File: src/rtl/quoted_text_tokenizer_core_macros.svh
// ----------------------------------------------------------------------------
// quoted text tokenizer assertion macros
// shared property forms for the tokenizer core checks
// ----------------------------------------------------------------------------
`ifndef QUOTED_TEXT_TOKENIZER_CORE_MACROS_SVH
`define QUOTED_TEXT_TOKENIZER_CORE_MACROS_SVH

// antecedent implies consequent in the same cycle, outside reset
`define QTT_ASSERT_IMP(lbl, ante, cons) \
   lbl: assert property (@(posedge clock) disable iff (reset) (ante) |-> (cons)) \
      else $error("tokenizer check failed: implication");

// condition must never hold, outside reset
`define QTT_ASSERT_NEVER(lbl, cond) \
   lbl: assert property (@(posedge clock) disable iff (reset) !(cond)) \
      else $error("tokenizer check failed: forbidden condition");

`endif

File: src/rtl/qtt_pkg.sv
// ----------------------------------------------------------------------------
// qtt_pkg
// payload types and character codes for the quoted text tokenizer
// ----------------------------------------------------------------------------
package qtt_pkg;

   // input transfer: one text byte and the per-token length limit
   typedef struct packed {
      logic [7:0] in_char;
      logic [8:0] token_limit;
   } qtt_req_type;

   // result transfer
   typedef struct packed {
      logic [1:0] kind;
      logic [7:0] out_char;
      logic       last;
   } qtt_rsp_type;

   // result kinds
   localparam logic [1:0] KIND_CHAR = 2'd0;
   localparam logic [1:0] KIND_END  = 2'd1;
   localparam logic [1:0] KIND_TEXT = 2'd2;

   // scan modes
   localparam logic [1:0] MODE_SKIP  = 2'd0;
   localparam logic [1:0] MODE_BARE  = 2'd1;
   localparam logic [1:0] MODE_QUOTE = 2'd2;

   // character codes
   localparam logic [7:0] CH_NUL   = 8'h00;
   localparam logic [7:0] CH_OPEN  = 8'h7B;
   localparam logic [7:0] CH_CLOSE = 8'h7D;
   localparam logic [7:0] CH_QUOTE = 8'h22;
   localparam logic [7:0] CH_SPACE = 8'h20;

   // results one text byte can cause
   localparam int unsigned MAX_RESULTS = 3;

endpackage

File: src/rtl/quoted_text_tokenizer_core.sv
// ----------------------------------------------------------------------------
// quoted_text_tokenizer_core
// streaming tokenizer for text with bare tokens, quoted tokens and braces
// ----------------------------------------------------------------------------
// usage
//   req channel: one text byte per transfer (req_data.in_char) with the
//     per-token character limit (req_data.token_limit); byte zero ends the text
//   rsp channel: token characters, end-of-token and end-of-text markers;
//     rsp_data.last flags the final result caused by one input byte
// latency and throughput
//   results of a byte appear on rsp in the cycle after its transfer
//   one byte per cycle while each byte causes at most one result and rsp_stall
//     is low; a byte that causes two or three results holds req while its result
//     group drains, one result per cycle from the group register while rsp_stall is low
//   bytes causing no result (separators between tokens, an opening quote) leave the group empty
// reset
//   synchronous; returns to skipping with an empty group and a zero count
// stalls
//   rsp_stall freezes the result group; req_stall rises until the last result
//   of the group leaves, so nothing is lost or repeated
// ----------------------------------------------------------------------------
`include "quoted_text_tokenizer_core_macros.svh"

module quoted_text_tokenizer_core (
   input  logic                 clock,
   input  logic                 reset,
   input  logic                 req_valid,
   output logic                 req_stall,
   input  qtt_pkg::qtt_req_type req_data,
   output logic                 rsp_valid,
   input  logic                 rsp_stall,
   output qtt_pkg::qtt_rsp_type rsp_data
);
   import qtt_pkg::*;

   // tokenizer state
   logic [1:0] mode_ff, mode_in;
   logic [8:0] kept_ff, kept_in;

   // result group: slot 0 is always the one on the rsp port
   qtt_rsp_type grp_ff [MAX_RESULTS];
   qtt_rsp_type grp_in [MAX_RESULTS];
   logic [1:0]  left_ff, left_in;

   logic req_take;
   logic rsp_take;

   // decode of the incoming byte
   logic [7:0] c;
   logic       is_brace;
   logic       is_sep;
   logic       may_keep;
   logic [1:0] mode_cur;
   logic [1:0] n_res;

   assign rsp_valid = (left_ff != 2'd0);
   assign rsp_data  = grp_ff[0];
   assign rsp_take  = rsp_valid && !rsp_stall;

   // a new byte may enter once the group is empty or its last result leaves now
   assign req_stall = (left_ff > 2'd1) || ((left_ff == 2'd1) && rsp_stall);
   assign req_take  = req_valid && !req_stall;

   assign c        = req_data.in_char;
   assign is_brace = (c == CH_OPEN) || (c == CH_CLOSE);
   assign is_sep   = (c <= CH_SPACE);
   assign may_keep = (kept_ff < req_data.token_limit);

   // unused mode code behaves as skipping
   assign mode_cur = ((mode_ff == MODE_BARE) || (mode_ff == MODE_QUOTE)) ? mode_ff : MODE_SKIP;

   // single-pass step: results and next state for the byte on req
   always_comb begin
      qtt_rsp_type res_v [MAX_RESULTS];
      for (int i = 0; i < MAX_RESULTS; i++) begin
         res_v[i] = '{kind: KIND_END, out_char: CH_NUL, last: 1'b0};
      end
      n_res   = 2'd0;
      mode_in = mode_cur;
      kept_in = kept_ff;

      if (c == CH_NUL) begin
         // end of text closes any open token
         if (mode_cur != MODE_SKIP) begin
            res_v[0].kind = KIND_END;
            res_v[1].kind = KIND_TEXT;
            n_res         = 2'd2;
         end else begin
            res_v[0].kind = KIND_TEXT;
            n_res         = 2'd1;
         end
         mode_in = MODE_SKIP;
         kept_in = '0;
      end else begin
         case (mode_cur)
            MODE_QUOTE: begin
               if (c == CH_QUOTE) begin
                  res_v[0].kind = KIND_END;
                  n_res         = 2'd1;
                  mode_in       = MODE_SKIP;
                  kept_in       = '0;
               end else if (may_keep) begin
                  res_v[0] = '{kind: KIND_CHAR, out_char: c, last: 1'b0};
                  n_res    = 2'd1;
                  kept_in  = kept_ff + 9'd1;
               end
            end
            MODE_BARE: begin
               if (is_sep || is_brace) begin
                  // close the bare token; a brace then stands as its own token
                  res_v[0].kind = KIND_END;
                  mode_in       = MODE_SKIP;
                  kept_in       = '0;
                  if (is_brace) begin
                     res_v[1] = '{kind: KIND_CHAR, out_char: c, last: 1'b0};
                     res_v[2].kind = KIND_END;
                     n_res    = 2'd3;
                  end else begin
                     n_res    = 2'd1;
                  end
               end else if (may_keep) begin
                  res_v[0] = '{kind: KIND_CHAR, out_char: c, last: 1'b0};
                  n_res    = 2'd1;
                  kept_in  = kept_ff + 9'd1;
               end
            end
            default: begin
               kept_in = '0;
               if (is_sep) begin
                  n_res = 2'd0;
               end else if (is_brace) begin
                  res_v[0] = '{kind: KIND_CHAR, out_char: c, last: 1'b0};
                  res_v[1].kind = KIND_END;
                  n_res    = 2'd2;
               end else if (c == CH_QUOTE) begin
                  mode_in = MODE_QUOTE;
               end else begin
                  // first character of a bare token, kept if the limit allows, and then the count becomes one
                  mode_in = MODE_BARE;
                  if (req_data.token_limit != 9'd0) begin
                     res_v[0] = '{kind: KIND_CHAR, out_char: c, last: 1'b0};
                     n_res    = 2'd1;
                     kept_in  = 9'd1;
                  end
               end
            end
         endcase
      end

      // flag the final result of the group
      for (int i = 0; i < MAX_RESULTS; i++) begin
         res_v[i].last = (n_res == 2'(i + 1));
      end

      // group register next value: load on a new byte, shift on a taken result
      if (req_take) begin
         grp_in  = res_v;
         left_in = n_res;
      end else if (rsp_take) begin
         grp_in[0] = grp_ff[1];
         grp_in[1] = grp_ff[2];
         grp_in[2] = grp_ff[2];
         left_in   = left_ff - 2'd1;
      end else begin
         grp_in  = grp_ff;
         left_in = left_ff;
      end
   end

   // control state
   always_ff @(posedge clock) begin
      if (reset) begin
         mode_ff <= MODE_SKIP;
         kept_ff <= '0;
         left_ff <= 2'd0;
      end else begin
         left_ff <= left_in;
         if (req_take) begin
            mode_ff <= mode_in;
            kept_ff <= kept_in;
         end
      end
   end

   // result payload, no reset needed
   always_ff @(posedge clock) begin
      grp_ff <= grp_in;
   end

   // checks
   // no byte enters while more than the final result of a group is pending
   `QTT_ASSERT_NEVER(a_no_overrun, req_take && (left_ff > 2'd1))
   // the last flag marks exactly the final pending result
   `QTT_ASSERT_IMP(a_last_flag, rsp_valid, rsp_data.last == (left_ff == 2'd1))
   // markers carry a zero character
   `QTT_ASSERT_IMP(a_marker_char, rsp_valid && (rsp_data.kind != KIND_CHAR),
                   rsp_data.out_char == CH_NUL)
   // end of text leaves the scanner skipping with a cleared count
   `QTT_ASSERT_IMP(a_text_resets, rsp_valid && (rsp_data.kind == KIND_TEXT),
                   (mode_ff == MODE_SKIP) && (kept_ff == 9'd0))

endmodule
File: config.mk
export PLATFORM = sky130hd
export DESIGN_NAME = quoted_text_tokenizer_core
export DESIGN_NICKNAME = d
export VERILOG_FILES = /design/src/rtl/qtt_pkg.sv /design/src/rtl/quoted_text_tokenizer_core.sv
export VERILOG_INCLUDE_DIRS = /design/src /design/src/rtl
export SDC_FILE = /design/constraint.sdc
export NUM_CORES = 1
export LEC_CHECK = 0
export ABC_AREA = 0
export BUFFER_PORTS_ARGS = -buffer_cell sky130_fd_sc_hd__buf_2
export CORE_MARGIN = 2
export CORE_UTILIZATION = 51
export CTS_CLUSTER_DIAMETER = 30
export CTS_CLUSTER_SIZE = 28
export DETAILED_ROUTE_END_ITERATION = 6
export HOLD_SLACK_MARGIN = 0.12
export PLACE_DENSITY = 0.75
export SYNTH_ARGS = -nofsm -noshare
export SYNTH_HDL_FRONTEND = slang
export SYNTH_SLANG_ARGS = --single-unit
File: constraint.sdc
create_clock -name clock -period 2.65 [get_ports clock]
set_input_delay 0.53 -clock clock [delete_from_list [all_inputs] [get_ports clock]]
set_output_delay 0.53 -clock clock [all_outputs]
set_load 0.05 [all_outputs]
==> impl_results.md <==
- GRT Residual Overflow: 0
- FILL cells: ~380
- Setup repair bufs after CTS: 0
- CTS tree: built
- Worst Max-Slew Pin Slew: approximately 1.1 ns
- CP delay by family, top: compound AO/OA/AOI/OAI gates
- Final hold viol count: 0
- Worst setup EP type: flip-flop
- Hpwl dp: between 3000 and 4000 microns
- Yosys warns: 0
- Setup TNS: 0 ns
- CTS Root Buffer Type: clkbuf_8
- Net Sw Frac: between 30 and 40%
- Via density: about 5.8
- Initial DRC Count: 75
- Power per cell area: ~620 nW/um^2
- Layout net count: roughly 310
- Drt wl/cell: 14.1 microns
- Post-layout min period: 2.36 ns
- DR DRC count: 0
- Mapped Area: 2290 sq um
- Pin count of the biggest net entering global routing: 23
- Final Cell Area: 2550 sq um
- Skew final: around 0.0078 ns
- Max-slew headroom: between 20% and 30%
- Multi-input gate area: about 1200 sq um
- RR Endpoint: rsp_data[4]$_DFFE_PP_
- Critical Path End: rsp_data[4]$_DFFE_PP_
- Reg power frac: 43.7%
- Commonest non-fill, non-tap cells in the layout: buf_2, nand2_1, edfxtp_1, inv_1, nor2_1
- Type of the worst setup path: flip-flop to flip-flop
- Ys flop type: edfxtp_1
- Worst path depth: 9
- CP bufs+invs: 1
- Crit path DAT: between 2 and 2.5 ns
- Vias in the first global route: 1773
- Num rows: 24
- Combinational share of power: a little over a quarter
- CTS clock-pin slew for the worst setup and hold paths: about 0.07 ns
- GRT Overall Usage: 19.6%
- CTS Buf Count: 5
- EDFF count, synth: 23
- Cell area after placement: roughly 2400 sq um
- Placed Cells: between 300 and 400
- Die Ht: 71.0 microns
- Clock share of power: 29.7%
- Slew Viols, Final: 0
- Die area: 5050 sq um
- DR pass1 iterations: 5
- Die width: 71.0 microns
- Switching power: 0.511 mW
- Pleak: 1.08 nW
- FF-to-FF setup slack: about 0.29 ns
- FMAX: 0.423 GHz
- Start point of the critical path: kept_ff[2]$_SDFFE_PP0P_
- Yosys reg bits: 36
- Initial core utilization: a little over half
- Slowest CP cell: dfxtp_1
- Mapped Avg Cell Area: around 9.1 sq um
- Commonest non-fill, non-tap cell in the layout: buf_2
- Ant. Diodes: 0
- I/O pin count: 34
- Placer Congestion: 0.885
- Port Buf Inserts: 33
- Crit share post-route: 89.2%
- Clock sink total: 36
- Antenna-violating nets left: 0
- Hold_sp: kept_ff[8]$_SDFFE_PP0P_
- Clock H-tree levels: 2
- Hold_buf cts: 0
- R2r worst-path depth: 9
- Total Wirelength: ~4600 microns
- First-pass GRT wire length: ~8000 microns
- Int Pwr: 1.07 mW
- Layout Area Growth over Synthesis: 11.4%
- Crit start category: flip-flop
- Worst min path class: flip-flop to flip-flop
- Antenna violations before repair: 0
- Asr flop ratio synth: 0%
- # resized after CTS: 0
- Layout cells sized above 1: approximately 21%
- Non-Filler Instances: ~330
- Vias post-DR: ~1900
- Core Footprint: between 4000 and 5000 sq um
- Critical path's largest stage delay: 0.38 ns
- Outcome: finished, final reports clean
- R2r startpoint: kept_ff[2]$_SDFFE_PP0P_
- Max FO, Critical Path: 16
- Bufs on Longest Clock Path: 2
- CP required: around 2.7 ns
- Yosys cell types: 52
- Max-cap check violation count: 0
- Reg area: around 950 sq um
- Mapped Nets: 286
- Worst skew pair latency: a little under 0.3 ns
- Synthesized instance count: ~250
- RSZ-0062 raised after global routing: no
- Seq/Total Area, Yosys: approximately two fifths
- Final Setup Violations: 0
- Maximum vdd drop: 0.331 mV
- Crit path cell chain: ha_1 -> nand3_1 -> a211o_1 -> a31oi_1 -> nor2_1 -> buf_4 -> a22o_2 -> nor2b_4 -> a22o_1
==> kinds of logic (layout without fill, tap and decap cells) <==
logic type      count (synthesis)  after routing  synth area share [%]
compound gates                 70             70                  21.2
xor+xnor                        2              2                 0.764
fa+ha+maj                      14             14                  7.64
buf+inv                        40             66                  8.46
flops                          36             36                  41.5
mux                             1              1                 0.437
other cells                     1              1                 0.164
simple gates                   87             87                  19.8
==> power groups by stage <==
stage / sequential, mW / clock (mW) / combinational [mW]
5_1_grt: 0.700 / 0.496 / 0.458
4_1_cts: 0.693 / 0.470 / 0.423
2_1_floorplan: 0.704 / 0 / 0.362
3_3_place_gp: 0.704 / 0 / 0.417
3_5_place_dp: 0.705 / 0 / 0.422
6_report: 0.692 / 0.470 / 0.420
==> final cells by class <==
| cell class | instances | area share [%] |
|---|---|---|
| inverters | 20 | 2.94 |
| clock inverters | 2 | 1.37 |
| flip-flops and latches | 36 | 37.3 |
| well taps | 52 | 2.55 |
| clock buffers | 6 | 2.84 |
| multi-input cells | 175 | 45.1 |
| repair buffers | 38 | 7.94 |
==> metal layers <==
layer | up-vias | part of all wire (%) | GRT usage, %
li1 | 970 | - | -
met1 | 884 | 47 | 24.8
met2 | 44 | 48 | 33.9
met3 | 4 | 4.3 | 3.85
met4 | 0 | 0.88 | 5.87
met5 | - | 0 | 0
==> how the worst min path moves through the flow <==
| stage | endpoint | slack (ns) | cells after the start |
|---|---|---|---|
| after floorplan | kept_ff[8]$_SDFFE_PP0P_ | 0.45 | 1 |
| after global placement | kept_ff[8]$_SDFFE_PP0P_ | 0.49 | 1 |
| after detailed placement | kept_ff[8]$_SDFFE_PP0P_ | 0.49 | 1 |
| after CTS | kept_ff[8]$_SDFFE_PP0P_ | 0.50 | 1 |
| after global routing | kept_ff[7]$_SDFFE_PP0P_ | 0.52 | 1 |
| final | kept_ff[8]$_SDFFE_PP0P_ | 0.50 | 1 |
==> metrics by stage <==
stage	hold WS, ns	power [mW]	util, %	worst slack (ns)
finish	0.497	1.58	58.6	0.286
global route	0.524	1.65	58.6	0.133
CTS	0.503	1.59	58.6	0.296
detailed placement	0.490	1.13	56.1	0.0367
global placement	0.489	1.12	56.1	0.0983
floorplan	0.453	1.07	-	0.0366
==> registers in the layout (all words and copies together), names as in the netlist <==
register  cells
mode_ff       2
grp_ff       12
left_ff       2
kept_ff       9
rsp_data     11
==> synth_stat cells, drive strengths merged, types with 3 or more instances <==
library cell / count / area, sq um
a21o: 4 / 30.0
a21oi: 10 / 50.1
a22o: 5 / 45.0
a311oi: 3 / 26.3
a31oi: 10 / 62.6
and2: 4 / 27.5
and3: 5 / 31.3
buf: 13 / 91.3
clkbuf: 7 / 27.5
dfxtp: 13 / 260
edfxtp: 23 / 691
ha: 14 / 175
inv: 20 / 75.1
nand2: 28 / 113
nand3: 10 / 50.1
nand4: 5 / 37.5
nor2: 19 / 71.3
nor3: 5 / 30.0
o211ai: 5 / 37.5
o21ai: 14 / 70.1
or3: 5 / 36.3
(Power assumes the default switching activity.)
